--- config.mk ---
export PLATFORM = sky130hd
export DESIGN_NAME = id3v2_picture_frame_locator
export DESIGN_NICKNAME = d
export VERILOG_FILES = /design/src/sv/id3pl_pkg.sv /design/src/sv/id3pl_core.sv /design/src/sv/id3pl_out_reg.sv /design/src/sv/id3v2_picture_frame_locator.sv
export SDC_FILE = /design/constraint.sdc
export NUM_CORES = 1
export LEC_CHECK = 0
export BUFFER_PORTS_ARGS = -buffer_cell sky130_fd_sc_hd__buf_4
export CELL_PAD_IN_SITES_DETAIL_PLACEMENT = 1
export CELL_PAD_IN_SITES_GLOBAL_PLACEMENT = 2
export CORE_ASPECT_RATIO = 1.2
export CORE_MARGIN = 3
export CORE_UTILIZATION = 41
export CTS_BUF_LIST = sky130_fd_sc_hd__clkbuf_16
export CTS_CLUSTER_DIAMETER = 120
export DETAILED_ROUTE_END_ITERATION = 12
export HOLD_SLACK_MARGIN = 0.08
export PLACE_DENSITY = 0.84
export SETUP_SLACK_MARGIN = 0.02
export SLEW_MARGIN = 20
export SYNTH_ARGS = -nofsm -noshare
export SYNTH_HDL_FRONTEND = slang
export SYNTH_SLANG_ARGS = --single-unit
--- constraint.sdc ---
create_clock -name clk -period 14.6 [get_ports clk]
set_input_delay 2.19 -clock clk [delete_from_list [all_inputs] [get_ports clk]]
set_output_delay 2.19 -clock clk [all_outputs]
set_load 0.02 [all_outputs]
--- src/sv/id3pl_pkg.sv ---
`default_nettype none
package id3pl_pkg;

  localparam int TAG_LEN_W = 28;
  localparam int OUT_W = 25;
  localparam int MAX_TAG_BYTES_DEFAULT = 16777216;

  localparam logic [2:0] PH_IDLE      = 3'd0;
  localparam logic [2:0] PH_HEADER    = 3'd1;
  localparam logic [2:0] PH_FRAME_HDR = 3'd2;
  localparam logic [2:0] PH_SKIP      = 3'd3;
  localparam logic [2:0] PH_PIC       = 3'd4;
  localparam logic [2:0] PH_COUNT     = 3'd5;
  localparam logic [2:0] PH_DONE      = 3'd6;

  localparam logic [2:0] BS_ENC  = 3'd0;
  localparam logic [2:0] BS_FMT  = 3'd1;
  localparam logic [2:0] BS_MIME = 3'd2;
  localparam logic [2:0] BS_TYPE = 3'd3;
  localparam logic [2:0] BS_DESC = 3'd4;

  localparam logic [2:0] ST_FOUND    = 3'd0;
  localparam logic [2:0] ST_NOT_ID3  = 3'd1;
  localparam logic [2:0] ST_BAD_SIZE = 3'd2;
  localparam logic [2:0] ST_TRUNC    = 3'd3;
  localparam logic [2:0] ST_NO_PIC   = 3'd4;

  localparam logic [31:0] ID_PIC  = 32'h0050_4943;
  localparam logic [31:0] ID_APIC = 32'h4150_4943;

  typedef struct packed {
    logic [2:0]       status;
    logic [OUT_W-1:0] offset;
    logic [OUT_W-1:0] length;
  } result_t;

  function automatic logic [7:0] magic_byte(input logic [3:0] idx);
    logic [7:0] m;
    case (idx)
      4'd0:    m = 8'h49;
      4'd1:    m = 8'h44;
      default: m = 8'h33;
    endcase
    return m;
  endfunction

endpackage
`default_nettype wire

--- src/sv/id3pl_core.sv ---
`default_nettype none
module id3pl_core #(
  parameter int MAX_TAG_BYTES = id3pl_pkg::MAX_TAG_BYTES_DEFAULT
) (
  input  wire logic             clk,
  input  wire logic             rst,
  input  wire logic             in_fire,
  input  wire logic [7:0]       data_byte,
  input  wire logic             start_of_file,
  input  wire logic             end_of_file,
  output logic                  res_valid,
  output id3pl_pkg::result_t    res
);

  localparam int TLW = id3pl_pkg::TAG_LEN_W;
  localparam int OW = id3pl_pkg::OUT_W;
  localparam logic [TLW-1:0] MAX_LEN = TLW'(MAX_TAG_BYTES);

  logic [2:0]     phase, phase_next;
  logic [3:0]     header_index, header_index_next;
  logic [2:0]     tag_version, tag_version_next;
  logic [TLW-1:0] tag_length, tag_length_next;
  logic [TLW-1:0] tag_seen, tag_seen_next;
  logic [3:0]     fhi, fhi_next;
  logic [31:0]    frame_ident, frame_ident_next;
  logic [31:0]    frame_length, frame_length_next;
  logic [31:0]    body_left, body_left_next;
  logic [2:0]     body_step, body_step_next;
  logic [7:0]     text_enc, text_enc_next;
  logic [1:0]     pair, pair_next;
  logic [OW-1:0]  found_start, found_start_next;
  logic [OW-1:0]  found_size, found_size_next;
  logic [2:0]     pending, pending_next;

  logic [2:0]     c_phase;
  logic [3:0]     c_hi;
  logic [2:0]     c_ver;
  logic [TLW-1:0] c_tl, c_seen, seen_inc;
  logic [3:0]     c_fhi, idlen, szlen, hs;
  logic [31:0]    c_ident, c_flen, c_left, left, id_base, len_base;
  logic [2:0]     c_step, c_pend;
  logic [7:0]     c_enc;
  logic [1:0]     c_pair;
  logic           v2, wide, found, emit;
  logic [2:0]     e_status;
  logic [OW-1:0]  e_off, e_len;

  always_comb begin
    // A start byte begins from a cleared state.
    c_phase = start_of_file ? id3pl_pkg::PH_HEADER : phase;
    c_hi    = start_of_file ? 4'd0 : header_index;
    c_ver   = start_of_file ? 3'd0 : tag_version;
    c_tl    = start_of_file ? '0 : tag_length;
    c_seen  = start_of_file ? '0 : tag_seen;
    c_fhi   = start_of_file ? 4'd0 : fhi;
    c_ident = start_of_file ? 32'd0 : frame_ident;
    c_flen  = start_of_file ? 32'd0 : frame_length;
    c_left  = start_of_file ? 32'd0 : body_left;
    c_step  = start_of_file ? 3'd0 : body_step;
    c_enc   = start_of_file ? 8'd0 : text_enc;
    c_pair  = start_of_file ? 2'd0 : pair;
    c_pend  = start_of_file ? 3'd0 : pending;

    phase_next        = c_phase;
    header_index_next = c_hi;
    tag_version_next  = c_ver;
    tag_length_next   = c_tl;
    tag_seen_next     = c_seen;
    fhi_next          = c_fhi;
    frame_ident_next  = c_ident;
    frame_length_next = c_flen;
    body_left_next    = c_left;
    body_step_next    = c_step;
    text_enc_next     = c_enc;
    pair_next         = c_pair;
    found_start_next  = start_of_file ? '0 : found_start;
    found_size_next   = start_of_file ? '0 : found_size;
    pending_next      = c_pend;

    v2       = (c_ver == 3'd2);
    idlen    = v2 ? 4'd3 : 4'd4;
    szlen    = v2 ? 4'd3 : 4'd4;
    hs       = v2 ? 4'd6 : 4'd10;
    wide     = (c_enc == 8'd1) || (c_enc == 8'd2);
    seen_inc = c_seen + 1'b1;
    left     = c_left - 32'd1;
    id_base  = (c_fhi == 4'd0) ? 32'd0 : c_ident;
    len_base = (c_fhi == 4'd0) ? 32'd0 : c_flen;
    found    = 1'b0;
    emit     = 1'b0;
    e_status = id3pl_pkg::ST_FOUND;
    e_off    = '0;
    e_len    = '0;

    if (c_phase == id3pl_pkg::PH_IDLE || c_phase == id3pl_pkg::PH_DONE) begin
      emit = 1'b0;
    end else if (c_phase == id3pl_pkg::PH_HEADER) begin
      if (c_hi < 4'd3) begin
        if (data_byte != id3pl_pkg::magic_byte(c_hi)) begin
          emit = 1'b1;
          e_status = id3pl_pkg::ST_NOT_ID3;
        end
      end else if (c_hi == 4'd3) begin
        if (data_byte < 8'd2 || data_byte > 8'd4) begin
          emit = 1'b1;
          e_status = id3pl_pkg::ST_NOT_ID3;
        end
        tag_version_next = data_byte[2:0];
      end else if (c_hi >= 4'd6) begin
        tag_length_next = {c_tl[TLW-8:0], data_byte[6:0]};
      end
      if (!emit) begin
        if (c_hi >= 4'd9) begin
          if (tag_length_next == '0 || tag_length_next > MAX_LEN) begin
            emit = 1'b1;
            e_status = id3pl_pkg::ST_BAD_SIZE;
          end else begin
            phase_next    = id3pl_pkg::PH_FRAME_HDR;
            tag_seen_next = '0;
            fhi_next      = 4'd0;
            pending_next  = id3pl_pkg::ST_NO_PIC;
          end
        end else begin
          header_index_next = c_hi + 4'd1;
        end
      end
    end else begin
      case (c_phase)
        id3pl_pkg::PH_FRAME_HDR: begin
          if (c_fhi == 4'd0 && ((c_tl - c_seen) < TLW'(10) || data_byte == 8'd0)) begin
            phase_next = id3pl_pkg::PH_COUNT;
          end else begin
            frame_ident_next  = id_base;
            frame_length_next = len_base;
            if (c_fhi < idlen) begin
              frame_ident_next = {id_base[23:0], data_byte};
            end else if (c_fhi < idlen + szlen) begin
              if (c_ver == 3'd4) begin
                frame_length_next = {len_base[24:0], data_byte[6:0]};
              end else begin
                frame_length_next = {len_base[23:0], data_byte};
              end
            end
            if (c_fhi + 4'd1 < hs) begin
              fhi_next = c_fhi + 4'd1;
            end else begin
              fhi_next = 4'd0;
              if (frame_length_next == 32'd0 ||
                  frame_length_next > 32'(c_tl - seen_inc)) begin
                phase_next = id3pl_pkg::PH_COUNT;
              end else begin
                body_left_next = frame_length_next;
                if (frame_ident_next == (v2 ? id3pl_pkg::ID_PIC : id3pl_pkg::ID_APIC)) begin
                  phase_next     = id3pl_pkg::PH_PIC;
                  body_step_next = id3pl_pkg::BS_ENC;
                  pair_next      = 2'd0;
                end else begin
                  phase_next = id3pl_pkg::PH_SKIP;
                end
              end
            end
          end
        end
        id3pl_pkg::PH_SKIP: begin
          body_left_next = left;
          if (left == 32'd0) begin
            phase_next = id3pl_pkg::PH_FRAME_HDR;
            fhi_next   = 4'd0;
          end
        end
        id3pl_pkg::PH_PIC: begin
          body_left_next = left;
          case (c_step)
            id3pl_pkg::BS_ENC: begin
              text_enc_next  = data_byte;
              body_step_next = v2 ? id3pl_pkg::BS_FMT : id3pl_pkg::BS_MIME;
              fhi_next       = 4'd0;
            end
            id3pl_pkg::BS_FMT: begin
              // Three format bytes and the picture type.
              fhi_next = c_fhi + 4'd1;
              if (fhi_next >= 4'd4) begin
                fhi_next       = 4'd0;
                body_step_next = id3pl_pkg::BS_DESC;
              end
            end
            id3pl_pkg::BS_MIME: begin
              if (data_byte == 8'd0) body_step_next = id3pl_pkg::BS_TYPE;
            end
            id3pl_pkg::BS_TYPE: begin
              body_step_next = id3pl_pkg::BS_DESC;
            end
            default: begin
              if (!wide) begin
                found = (data_byte == 8'd0) && (left != 32'd0);
              end else if (!c_pair[0]) begin
                pair_next = {data_byte == 8'd0, 1'b1};
              end else begin
                pair_next = 2'd0;
                found = c_pair[1] && (data_byte == 8'd0) && (left != 32'd0);
              end
            end
          endcase
          if (found) begin
            found_start_next = OW'(c_seen + TLW'(11));
            found_size_next  = left[OW-1:0];
            pending_next     = id3pl_pkg::ST_FOUND;
            phase_next       = id3pl_pkg::PH_COUNT;
          end else if (left == 32'd0) begin
            phase_next = id3pl_pkg::PH_COUNT;
          end
        end
        default: begin
          phase_next = c_phase;
        end
      endcase
      tag_seen_next = seen_inc;
      if (seen_inc >= c_tl) begin
        emit = 1'b1;
        if (pending_next == id3pl_pkg::ST_FOUND) begin
          e_status = id3pl_pkg::ST_FOUND;
          e_off    = found_start_next;
          e_len    = found_size_next;
        end else begin
          e_status = id3pl_pkg::ST_NO_PIC;
        end
      end
    end

    if (!emit && end_of_file &&
        c_phase != id3pl_pkg::PH_IDLE && c_phase != id3pl_pkg::PH_DONE) begin
      emit = 1'b1;
      e_status = id3pl_pkg::ST_TRUNC;
    end
    if (emit) phase_next = id3pl_pkg::PH_DONE;
  end

  assign res_valid  = in_fire && emit;
  assign res.status = e_status;
  assign res.offset = e_off;
  assign res.length = e_len;

  always_ff @(posedge clk) begin
    if (rst) begin
      phase        <= id3pl_pkg::PH_IDLE;
      header_index <= '0;
      tag_version  <= '0;
      tag_length   <= '0;
      tag_seen     <= '0;
      fhi          <= '0;
      frame_ident  <= '0;
      frame_length <= '0;
      body_left    <= '0;
      body_step    <= '0;
      text_enc     <= '0;
      pair         <= '0;
      found_start  <= '0;
      found_size   <= '0;
      pending      <= '0;
    end else if (in_fire) begin
      phase        <= phase_next;
      header_index <= header_index_next;
      tag_version  <= tag_version_next;
      tag_length   <= tag_length_next;
      tag_seen     <= tag_seen_next;
      fhi          <= fhi_next;
      frame_ident  <= frame_ident_next;
      frame_length <= frame_length_next;
      body_left    <= body_left_next;
      body_step    <= body_step_next;
      text_enc     <= text_enc_next;
      pair         <= pair_next;
      found_start  <= found_start_next;
      found_size   <= found_size_next;
      pending      <= pending_next;
    end
  end

  ap_header_index_bound: assert property (@(posedge clk) disable iff (rst)
    phase == id3pl_pkg::PH_HEADER |-> header_index <= 4'd9)
    else $error("header index ran past the header");

  ap_done_after_result: assert property (@(posedge clk) disable iff (rst)
    res_valid |=> phase == id3pl_pkg::PH_DONE)
    else $error("parser not finished after a result");

endmodule
`default_nettype wire

--- src/sv/id3pl_out_reg.sv ---
`default_nettype none
module id3pl_out_reg (
  input  wire logic               clk,
  input  wire logic               rst,
  input  wire logic               load,
  input  wire id3pl_pkg::result_t load_data,
  output logic                    in_ready,
  output logic                    valid,
  input  wire logic               take,
  output id3pl_pkg::result_t      data
);

  assign in_ready = !valid || take;

  always_ff @(posedge clk) begin
    if (rst) begin
      valid <= 1'b0;
    end else if (load) begin
      valid <= 1'b1;
    end else if (take) begin
      valid <= 1'b0;
    end
  end

  always_ff @(posedge clk) begin
    if (load) data <= load_data;
  end

  ap_status_range: assert property (@(posedge clk) disable iff (rst)
    valid |-> data.status <= id3pl_pkg::ST_NO_PIC)
    else $error("status code out of range");

  ap_zero_unless_found: assert property (@(posedge clk) disable iff (rst)
    valid && data.status != id3pl_pkg::ST_FOUND |-> data.offset == '0 && data.length == '0)
    else $error("offset or length set without a picture");

endmodule
`default_nettype wire

--- src/sv/id3v2_picture_frame_locator.sv ---
// A result request appears on m_tvalid in the cycle after the input byte that ends it.
// Throughput: one byte per cycle unless input stalls; each byte updates all parser state.
// Input stalls only while a finished result waits in the output register and m_tready is low.
// Reset (rst, synchronous, active high) returns the parser to idle, awaiting a start byte,
// and empties the output register.
`default_nettype none
module id3v2_picture_frame_locator #(
  parameter int MAX_TAG_BYTES = id3pl_pkg::MAX_TAG_BYTES_DEFAULT
) (
  input  wire logic        clk,
  input  wire logic        rst,
  input  wire logic        s_tvalid,
  output logic             s_tready,
  input  wire logic [7:0]  s_tdata,   // [7:0] data_byte
  input  wire logic        s_tlast,   // end_of_file
  input  wire logic        s_tuser,   // [0] start_of_file
  output logic             m_tvalid,
  input  wire logic        m_tready,
  output logic [55:0]      m_tdata    // [2:0] status, [27:3] picture_offset,
                                      // [52:28] picture_length, [55:53] zero
);

  logic               in_fire;
  logic               res_valid;
  id3pl_pkg::result_t res;
  id3pl_pkg::result_t out_data;

  // Every accepted byte steps the parser; a byte that ends the parse
  // also writes its result into the output register.
  assign in_fire = s_tvalid && s_tready;

  id3pl_core #(
    .MAX_TAG_BYTES(MAX_TAG_BYTES)
  ) u_core (
    .clk          (clk),
    .rst          (rst),
    .in_fire      (in_fire),
    .data_byte    (s_tdata),
    .start_of_file(s_tuser),
    .end_of_file  (s_tlast),
    .res_valid    (res_valid),
    .res          (res)
  );

  id3pl_out_reg u_out (
    .clk      (clk),
    .rst      (rst),
    .load     (res_valid),
    .load_data(res),
    .in_ready (s_tready),
    .valid    (m_tvalid),
    .take     (m_tready),
    .data     (out_data)
  );

  assign m_tdata = {3'b000, out_data.length, out_data.offset, out_data.status};

  ap_no_overwrite: assert property (@(posedge clk) disable iff (rst)
    m_tvalid && !m_tready |-> !in_fire)
    else $error("byte accepted while a result request is stalled");

endmodule
`default_nettype wire

==> results of run 1 <==
[worst max-delay path: cells and delay by family]
kind	cells	cell delay, ns
adder cells (fa/ha/maj)	3	0.86
multiplexers	1	0.42
XOR/XNOR	1	0.25
buffers and inverters	3	0.66
AND/OR/NAND/NOR	9	2.67
AO/OA/AOI/OAI	15	3.34
[worst min path at each step]
stage	startpoint	to	slack (ns)
global route	u_core.found_size[2]$_SDFFE_PP0P_	u_core.found_size[2]$_SDFFE_PP0P_	0.48
floorplan	u_core.found_size[13]$_SDFFE_PP0P_	u_core.found_size[13]$_SDFFE_PP0P_	0.42
finish	u_core.found_size[4]$_SDFFE_PP0P_	u_core.found_size[4]$_SDFFE_PP0P_	0.45
detailed placement	u_core.found_size[3]$_SDFFE_PP0P_	u_core.found_size[3]$_SDFFE_PP0P_	0.43
global placement	u_core.found_size[19]$_SDFFE_PP0P_	u_core.found_size[19]$_SDFFE_PP0P_	0.43
CTS	u_core.found_size[3]$_SDFFE_PP0P_	u_core.found_size[3]$_SDFFE_PP0P_	0.45
[registers in the layout (all words and copies together), names as in the netlist, 8 cells and up]
signal,flops
u_out.data,53
u_core.body_left,32
u_core.frame_ident,32
u_core.frame_length,32
u_core.tag_length,28
u_core.tag_seen,28
u_core.found_size,25
u_core.found_start,25
u_core.text_enc,8
[power groups by stage]
stage	Clock, mW	Sequential [mW]	Combinational [mW]
after floorplan	0	0.867	0.230
after global placement	0	0.866	0.349
after detailed placement	0	0.867	0.357
after CTS	0.919	0.850	0.359
after global routing	0.947	0.853	0.393
final	0.900	0.851	0.365
[routing by layer]
| metal | wire length (um) | track usage |
|---|---|---|
| met1 | 36400 | 0.405 |
| met2 | 37300 | 0.478 |
| met3 | 5250 | 0.0527 |
| met4 | 4100 | 0.135 |
| met5 | 0 | 0 |
[layout make-up]
class                   instances  area share
clock inverters                27      0.0124
flip-flops and latches        286       0.277
clock buffers                  35      0.0387
repair buffers                109      0.0365
multi-input cells            2102       0.589
well taps                     637      0.0352
inverters                      72      0.0120
[Yosys cell counts (18+ instances only)]
library cell	instances
nor3_1	60
clkbuf_1	130
buf_2	29
a22oi_1	63
o21ai_0	163
inv_1	72
o211ai_1	32
mux2i_1	44
and2_1	18
nor2_1	300
xnor2_1	57
a22o_1	76
a21oi_1	208
or3_1	19
a21o_1	38
a211o_1	20
nand2b_1	26
nor2b_1	70
a211oi_1	29
dfxtp_1	233
nor4_1	29
nand2_1	249
a31oi_1	24
o21a_1	18
nand3_1	82
ha_1	100
nand4_1	44
and3_1	35
xor2_1	37
edfxtp_1	53
[kinds of logic (layout without fill, tap and decap cells)]
kind of cell | count (synthesis) | in the layout | share of synthesized area
AND/OR/NAND/NOR | 1016 | 1016 | 0.243
AO/OA/AOI/OAI | 832 | 832 | 0.271
flip-flops | 286 | 286 | 0.304
buffers and inverters | 257 | 243 | 0.0520
adder cells (fa/ha/maj) | 102 | 102 | 0.0622
XOR/XNOR | 95 | 95 | 0.0411
multiplexers | 54 | 54 | 0.0269
other | 1 | 3 | 0.000182
==> results.py, run 1 <==
metrics = {
    "outcome": {
        "status": "complete, no violations",
    },
    "drt": {
        "wirelength_um": 83100,
        "first_iter_violations": 1742,
        "wl_per_cell_um": 25.4,
        "drc": 0,
        "vias": 21000,
        "vias_per_cell": 6.42,
        "dr.pass1.iters": 5,
        "ant_nets": 0,
    },
    "final_layout": {
        "seq_area_mm2": 0.00626,
        "fin_nets": 2721,
        "final_cell_mix": "nor2_1, nand2_1, dfxtp_1",
        "multi_input_area_mm2": 0.0133,
        "nFillCells": 6017,
        "final_core_util": 0.458,
        "layout.cells.non_filler": 3268,
        "diodes": 0,
        "design_area_mm2": 0.0226,
        "drive_gt1_frac": 0.0901,
        "final_common_cell": "nor2_1",
        "area_delta_synth_final_pct": 9.87,
    },
    "timing": {
        "slew_headroom": 0.185,
        "final.period_utilization": 0.681,
        "fin_ws_ns": 4.65,
        "setup_tns_ns": 0,
        "finalMaxSlewViolations": 0,
        "fin_crit_ns": 9.95,
        "worstMarginPinSlew_ns": 1.21,
        "rsz0062_at_grt": "false",
        "hold_slack_ns": 0.446,
        "fmax_ghz": 0.101,
        "finalHoldViolations": 0,
        "setup_viol_count_final": 0,
        "fin_skew_ns": 0.0222,
    },
    "die": {
        "dieArea_mm2": 0.0530,
        "row_count": 89,
        "fp.dieH_um": 251,
        "start_util": 0.416,
        "die_w_um": 211,
        "core_mm2": 0.0494,
        "io_pins": 72,
    },
    "critical_path": {
        "crit_path_end_kind": "flip-flop",
        "rr_worst_depth": 30,
        "crit_fanout": 35,
        "cpPeakStageDelay_ns": 0.87,
        "rr_startpoint": "u_core.tag_seen[1]$_SDFFE_PP0P_",
        "critPathArrivalTime_ns": 10.42,
        "path_class": "in -> reg",
        "critPathLaunchType": "primary input",
        "r2r_slack_ns": 6.40,
        "startpoint": "s_tuser",
        "slowest_stage": "nor2_1",
        "cp-endpoint": "u_core.body_left[0]$_SDFFE_PP0P_",
        "r2r_end": "u_core.body_left[0]$_SDFFE_PP0P_",
        "cp.required_ns": 15.07,
    },
    "clock_tree": {
        "clockBufferDepth": 3,
        "hold_buffers": 0,
        "path_clk_slew_ns": 0.06,
        "clk_latency_ns": 0.56,
        "cts_resized": 0,
        "cts_buffers": 35,
        "postCtsSetupBuffers": 0,
        "ctsRootBufferMaster": "clkbuf_16",
        "tritoncts": "done",
        "clock_sink_count": 286,
        "h-tree-depth": 2,
    },
    "synthesis": {
        "yosys-top-cells-area": "dfxtp_1, edfxtp_1, ha_1, nor2_1, a21oi_1",
        "synth-main-ff-cell": "dfxtp_1",
        "synth_edf_count": 53,
        "yosysWarnings": 0,
        "synth.avg_cell_area_um2": 7.79,
        "ys_ff_latch": 286,
        "synth_top_area_frac": 0.227,
        "synthCells": 2643,
        "syn_area_mm2": 0.0206,
        "synth_top_area_cell": "dfxtp_1",
        "ys_types": 97,
        "async_flop_share": 0,
        "seq_area_frac_synth": 0.304,
    },
    "job": {
        "cap_viol_max_count": 0,
    },
    "pwr": {
        "p_leak_nw": 8.83,
        "power_density_mw_per_mm2": 93.5,
        "pwr-share-clk": 0.425,
        "total_power_mw": 2.12,
        "p_switching_uw": 665,
        "p_comb_frac": 0.172,
        "vdd_ir_drop_max_v": 0.0000832,
        "seqPwrFrac": 0.402,
        "power.internal_mw": 1.45,
        "switching_share": 0.314,
    },
    "place": {
        "place_inst": 3206,
        "gp_congestion": 0.990,
        "place_area_mm2": 0.0215,
        "hpwl_um": 61800,
        "io_buffer_count": 68,
        "dp_worst_setup_slack_ns": 4.24,
    },
    "grt": {
        "grt_max_degree": 75,
        "grt_pass1_wl_um": 126000,
        "antenna_found_initial": 1,
        "grt_pass1_vias": 20800,
        "gr-usage-all-layers": 0.302,
        "grt_overflow": 0,
    },
    "worst_hold_path": {
        "min_path_cells": 2,
        "hold_path_class": "reg -> reg",
    },
}
(Power assumes the default switching activity.)
==> run 2, diff against run 1 <==
--- a/config.mk
+++ b/config.mk
@@ -10,12 +10,12 @@
 export CELL_PAD_IN_SITES_GLOBAL_PLACEMENT = 2
 export CORE_ASPECT_RATIO = 1.2
 export CORE_MARGIN = 3
-export CORE_UTILIZATION = 41
+export CORE_UTILIZATION = 38
 export CTS_BUF_LIST = sky130_fd_sc_hd__clkbuf_16
 export CTS_CLUSTER_DIAMETER = 120
 export DETAILED_ROUTE_END_ITERATION = 12
 export HOLD_SLACK_MARGIN = 0.08
-export PLACE_DENSITY = 0.84
+export PLACE_DENSITY = 0.79
 export SETUP_SLACK_MARGIN = 0.02
 export SLEW_MARGIN = 20
 export SYNTH_ARGS = -nofsm -noshare
==> constraint.sdc (replaced) <==
create_clock -name clk -period 10.35 [get_ports clk]
set_input_delay 1.5525 -clock clk [delete_from_list [all_inputs] [get_ports clk]]
set_output_delay 1.5525 -clock clk [all_outputs]
set_load 0.02 [all_outputs]
==> run 2 against run 1 <==
  * Highest routed layer is now met5
  * Sequential power increased by 41%
  * Critical endpoint unchanged
  * Largest power group unchanged
  * Clock skew down 0.0041 ns
  * Die area increased by 7.7%
  * Wire length shrank 0.73%
  * Utilization fell by 2.8 points
==> results.py, run 2 (synthesis results as in run 1) <==
metrics = {
    "timing": {
        "fmax_ghz": 0.115,
        "worstMarginPinSlew_ns": 1.12,
        "fin_ws_ns": 1.64,
        "final.period_utilization": 0.841,
        "setup_viol_count_final": 0,
        "slew_headroom": 0.250,
        "rsz0062_at_grt": "false",
        "finalMaxSlewViolations": 0,
        "setup_tns_ns": 0,
        "fin_skew_ns": 0.0181,
        "finalHoldViolations": 0,
        "fin_crit_ns": 8.71,
    },
    "clock_tree": {
        "postCtsSetupBuffers": 0,
        "hold_buffers": 0,
        "path_clk_slew_ns": 0.06,
        "clk_latency_ns": 0.56,
        "tritoncts": "done",
        "clockBufferDepth": 3,
        "h-tree-depth": 2,
        "clock_sink_count": 286,
        "cts_buffers": 36,
        "ctsRootBufferMaster": "clkbuf_16",
        "cts_resized": 0,
    },
    "drt": {
        "vias_per_cell": 6.20,
        "drc": 0,
        "dr.pass1.iters": 7,
        "vias": 20700,
        "wirelength_um": 82400,
        "wl_per_cell_um": 24.7,
        "ant_nets": 0,
        "first_iter_violations": 1658,
    },
    "grt": {
        "grt_overflow": 0,
        "gr-usage-all-layers": 0.282,
        "grt_pass1_vias": 20500,
        "grt_max_degree": 104,
        "antenna_found_initial": 1,
        "grt_pass1_wl_um": 125000,
    },
    "place": {
        "dp_worst_setup_slack_ns": 1.26,
        "hpwl_um": 61500,
        "io_buffer_count": 68,
        "gp_congestion": 0.973,
    },
    "critical_path": {
        "crit_fanout": 27,
        "cp_common_cell": "a21o_1",
        "cpPeakStageDelay_ns": 0.64,
        "slowest_stage": "nor4_2",
        "path_class": "in -> reg",
        "critPathArrivalTime_ns": 9.18,
        "cp.required_ns": 10.82,
        "critPathLaunchType": "primary input",
        "crit_path_end_kind": "flip-flop",
    },
    "die": {
        "core_mm2": 0.0531,
        "io_pins": 72,
        "row_count": 92,
        "fp.dieH_um": 261,
        "dieArea_mm2": 0.0570,
        "die_w_um": 218,
        "start_util": 0.388,
    },
    "final_layout": {
        "area_delta_synth_final_pct": 10.7,
        "final_common_cell": "nor2_1",
        "nFillCells": 6390,
        "top_register": "u_out.data",
        "drive_gt1_frac": 0.0871,
        "final_cell_mix": "nor2_1, nand2_1, dfxtp_1",
        "seq_area_mm2": 0.00626,
        "multi_input_area_mm2": 0.0133,
        "fin_nets": 2717,
        "largest_register_ffs": 53,
    },
    "pwr": {
        "power_density_mw_per_mm2": 134,
        "p_leak_nw": 8.88,
        "vdd_ir_drop_max_v": 0.000123,
    },
    "outcome": {
        "status": "complete, no violations",
    },
    "job": {
        "cap_viol_max_count": 0,
    },
    "worst_hold_path": {
        "hold_path_class": "reg -> reg",
    },
}
[run 2: changes by cell type in the layout (fill, tap and decap cells not counted), sizes merged]
cell      previous run  this run
clkinv              14        11
clkinvlp             6         3
inv                 75        78
buf                109       104
clkbuf              35        38
bufinv               4         6
diode                0         1
[run 2: worst max-delay path, delay by kind of cell]
kind	cells	cell delay, ns
AO/OA/AOI/OAI	15	3.29
XOR/XNOR	1	0.18
adder cells (fa/ha/maj)	4	1.18
buffers and inverters	3	0.47
multiplexers	1	0.41
AND/OR/NAND/NOR	7	2.08
[run 2: stage by stage]
step | cell area [um^2] | total power [mW] | hold slack (ns) | util | instances
2_1_floorplan | 20600 | 1.55 | 0.417 | - | 2645
3_5_place_dp | 21500 | 1.73 | 0.439 | 0.406 | 3269
5_1_grt | 22800 | 3.18 | 0.480 | 0.429 | 3333
6_report | 22800 | 3.06 | 0.454 | 0.429 | 3334
4_1_cts | 22800 | 3.08 | 0.454 | 0.429 | 3333
3_3_place_gp | 21500 | 1.72 | 0.425 | 0.405 | 3267
[run 2: layout make-up]
type	count	share of cell area
Tap cell	705	0.0387
Inverter	72	0.0119
Antenna cell	1	0.000110
Clock inverter	26	0.0128
Timing Repair Buffer	104	0.0351
Clock buffer	38	0.0417
Multi-Input combinational cell	2102	0.585
Sequential cell	286	0.275
[run 2: worst paths after layout]
path                            cells after the start                                 to                         startpoint  slack [ns]
worst max-delay path                               31   u_core.body_left[0]$_SDFFE_PP0P_                            s_tuser        1.64
worst min-delay path                                2  u_core.found_size[4]$_SDFFE_PP0P_  u_core.found_size[4]$_SDFFE_PP0P_        0.45
worst max register to register                     29   u_core.body_left[0]$_SDFFE_PP0P_    u_core.tag_seen[0]$_SDFFE_PP0P_        2.54
worst min register to register                      2  u_core.found_size[4]$_SDFFE_PP0P_  u_core.found_size[4]$_SDFFE_PP0P_        0.45
[run 2: report_power, final]
| part | total (mW) | switching, mW | internal (mW) | leakage [nW] |
|---|---|---|---|---|
| Clock | 1.35 | 0.531 | 0.815 | 0.624 |
| Sequential | 1.20 | 0.0363 | 1.16 | 2.40 |
| Combinational | 0.517 | 0.363 | 0.154 | 5.85 |
[run 2: routing by layer]
metal	wire length, um	track usage	up-vias
met5	13	0	-
met2	37800	0.458	608
met3	4770	0.0429	131
met1	37000	0.379	10300
met4	2940	0.102	2
li1	-	-	9670
==> run 3, diff against run 2 <==
--- a/config.mk
+++ b/config.mk
@@ -10,12 +10,12 @@
 export CELL_PAD_IN_SITES_GLOBAL_PLACEMENT = 2
 export CORE_ASPECT_RATIO = 1.2
 export CORE_MARGIN = 3
-export CORE_UTILIZATION = 38
+export CORE_UTILIZATION = 35
 export CTS_BUF_LIST = sky130_fd_sc_hd__clkbuf_16
 export CTS_CLUSTER_DIAMETER = 120
 export DETAILED_ROUTE_END_ITERATION = 12
 export HOLD_SLACK_MARGIN = 0.08
-export PLACE_DENSITY = 0.79
+export PLACE_DENSITY = 0.76
 export SETUP_SLACK_MARGIN = 0.02
 export SLEW_MARGIN = 20
 export SYNTH_ARGS = -nofsm -noshare
==> constraint.sdc (replaced) <==
create_clock -name clk -period 7.03 [get_ports clk]
set_input_delay 1.0545 -clock clk [delete_from_list [all_inputs] [get_ports clk]]
set_output_delay 1.0545 -clock clk [all_outputs]
set_load 0.02 [all_outputs]
==> run 3 against run 2 <==
  * Sequential cell count unchanged
  * Critical path depth grew 1
  * Utilization fell by 1.5 points
  * Clock-buffer cell count decreased by 1
  * Largest cell class unchanged
  * Wire length up 4.1%
  * Non-clock buffer count up 131
  * Setup slack worse by 1.3 ns
  * Cell count rose by 4.8%
  * Global-route usage decreased by 0.97 points
  * Power increased by 47%
  * Sequential share of layout area fell by 1.3 points
  * Via count up 3.0%
==> results.py, run 3 (synthesis results as in run 1) <==
metrics = {
    "final_layout": {
        "drive_gt1_frac": 0.135,
        "top_register": "u_out.data",
        "final_common_cell": "nor2_1",
        "fin_nets": 2848,
        "final_cell_mix": "nor2_1, nand2_1, dfxtp_1",
        "diodes": 0,
        "area_delta_synth_final_pct": 16.0,
        "largest_register_ffs": 53,
    },
    "critical_path": {
        "crit_path_end_kind": "flip-flop",
        "cp_top_family": "compound AO/OA/AOI/OAI gates",
        "cpPeakStageDelay_ns": 0.43,
        "crit_fanout": 31,
        "timing.critical_path.buf_inv": 4,
        "critPathLaunchType": "primary input",
        "slowest_stage": "a2111o_1",
        "cp.required_ns": 7.52,
        "critPathArrivalTime_ns": 7.20,
        "path_class": "in -> reg",
        "cp_common_cell": "a21o_1",
    },
    "drt": {
        "ant_nets": 0,
        "vias_per_cell": 6.09,
        "wl_per_cell_um": 24.6,
        "drc": 0,
        "vias": 21300,
        "first_iter_violations": 1618,
        "dr.pass1.iters": 5,
        "wirelength_um": 85800,
    },
    "pwr": {
        "total_power_mw": 4.52,
        "power_density_mw_per_mm2": 189,
        "vdd_ir_drop_max_v": 0.000161,
        "p_leak_nw": 9.53,
    },
    "job": {
        "cap_viol_max_count": 0,
    },
    "grt": {
        "grt_max_degree": 58,
        "grt_pass1_wl_um": 131000,
        "grt_pass1_vias": 21300,
        "gr-usage-all-layers": 0.272,
        "grt_overflow": 0,
        "antenna_found_initial": 0,
    },
    "place": {
        "gp_congestion": 0.958,
        "dp_worst_setup_slack_ns": -0.219,
        "io_buffer_count": 68,
        "hpwl_um": 65400,
    },
    "clock_tree": {
        "cts_buffers": 36,
        "clockBufferDepth": 3,
        "tritoncts": "done",
        "ctsRootBufferMaster": "clkbuf_16",
        "clock_sink_count": 286,
        "h-tree-depth": 2,
        "path_clk_slew_ns": 0.06,
        "clk_latency_ns": 0.56,
        "hold_buffers": 0,
    },
    "timing": {
        "setup_viol_count_final": 0,
        "final.period_utilization": 0.954,
        "fmax_ghz": 0.149,
        "fin_skew_ns": 0.0165,
        "slew_headroom": 0.267,
        "fin_ws_ns": 0.322,
        "worstMarginPinSlew_ns": 1.10,
        "fin_crit_ns": 6.71,
        "finalMaxSlewViolations": 0,
        "rsz0062_at_grt": "false",
        "finalHoldViolations": 0,
    },
    "die": {
        "row_count": 96,
        "fp.dieH_um": 272,
        "dieArea_mm2": 0.0618,
        "start_util": 0.357,
        "die_w_um": 227,
        "io_pins": 72,
        "core_mm2": 0.0577,
    },
    "outcome": {
        "status": "complete, no violations",
    },
    "worst_hold_path": {
        "hold_path_class": "reg -> reg",
    },
}
run 3: cell types whose count changed in the layout (fill, tap and decap cells not counted), moves of 3 or more:
cell,before,now
buf_4,102,230
clkinv_1,4,7
inv_1,78,75
nor2_1,296,293
nor2_2,4,7
o21ai_0,163,149
o21ai_1,16,29
run 3: per-layer routing:
| layer | routed length [um] | vias to the layer above | track usage |
|---|---|---|---|
| met2 | 39600 | 516 | 0.445 |
| met3 | 3270 | 139 | 0.0265 |
| met1 | 39500 | 10700 | 0.371 |
| li1 | - | 9921 | - |
| met4 | 3450 | 0 | 0.0985 |
| met5 | 0 | - | 0 |
run 3: final timing paths:
path	slack [ns]	from	to	cells after the start
hold / removal	0.45	u_core.found_size[4]$_SDFFE_PP0P_	u_core.found_size[4]$_SDFFE_PP0P_	2
hold reg to reg	0.45	u_core.found_size[4]$_SDFFE_PP0P_	u_core.found_size[4]$_SDFFE_PP0P_	2
setup / recovery	0.32	s_tuser	u_core.body_left[21]$_SDFFE_PP0P_	32
setup reg to reg	0.59	u_core.tag_seen[0]$_SDFFE_PP0P_	u_core.body_left[21]$_SDFFE_PP0P_	31
run 3: power by group:
group	switching, mW	total [mW]	internal [mW]
clock network	0.784	1.96	1.18
logic	0.540	0.789	0.249
registers	0.0536	1.77	1.71
run 3: through the flow:
step           TNS, ns  utilization  area [um^2]  std cells  hold slack (ns)
2_1_floorplan   -24.26            -        20800       2645            0.417
3_3_place_gp     -1.44        0.393        22600       3428            0.428
3_5_place_dp     -5.67        0.393        22600       3428            0.443
4_1_cts              0        0.414        23900       3492            0.458
5_1_grt              0        0.414        23900       3494            0.469
6_report             0        0.414        23900       3494            0.454
run 3: final cells by class:
class	count	area [um^2]
sequential	286	6260
tap	735	920
clock buffer	37	926
multi-input combinational	2102	13400
fill	6994	33800
clock inverter	27	289
inverter	72	273
timing repair buffer	235	1810
run 3: worst reg2reg max path, delay by kind of cell (launching register included):
| family | cells | cell delay (ns) |
|---|---|---|
| adders and majority gates | 4 | 1.00 |
| and+or+nand+nor | 7 | 1.19 |
| buffers and inverters | 3 | 0.49 |
| muxes | 1 | 0.33 |
| AOI/OAI and AO/OA | 15 | 2.72 |
| xor gates and xnor gates | 1 | 0.14 |
| DFF | 1 | 0.47 |
run 3: repair_timing:
action | CTS | global route
gates resized for setup | 0 | 2
endpoints found under the setup margin | 0 | 25
setup buffers | 0 | 1
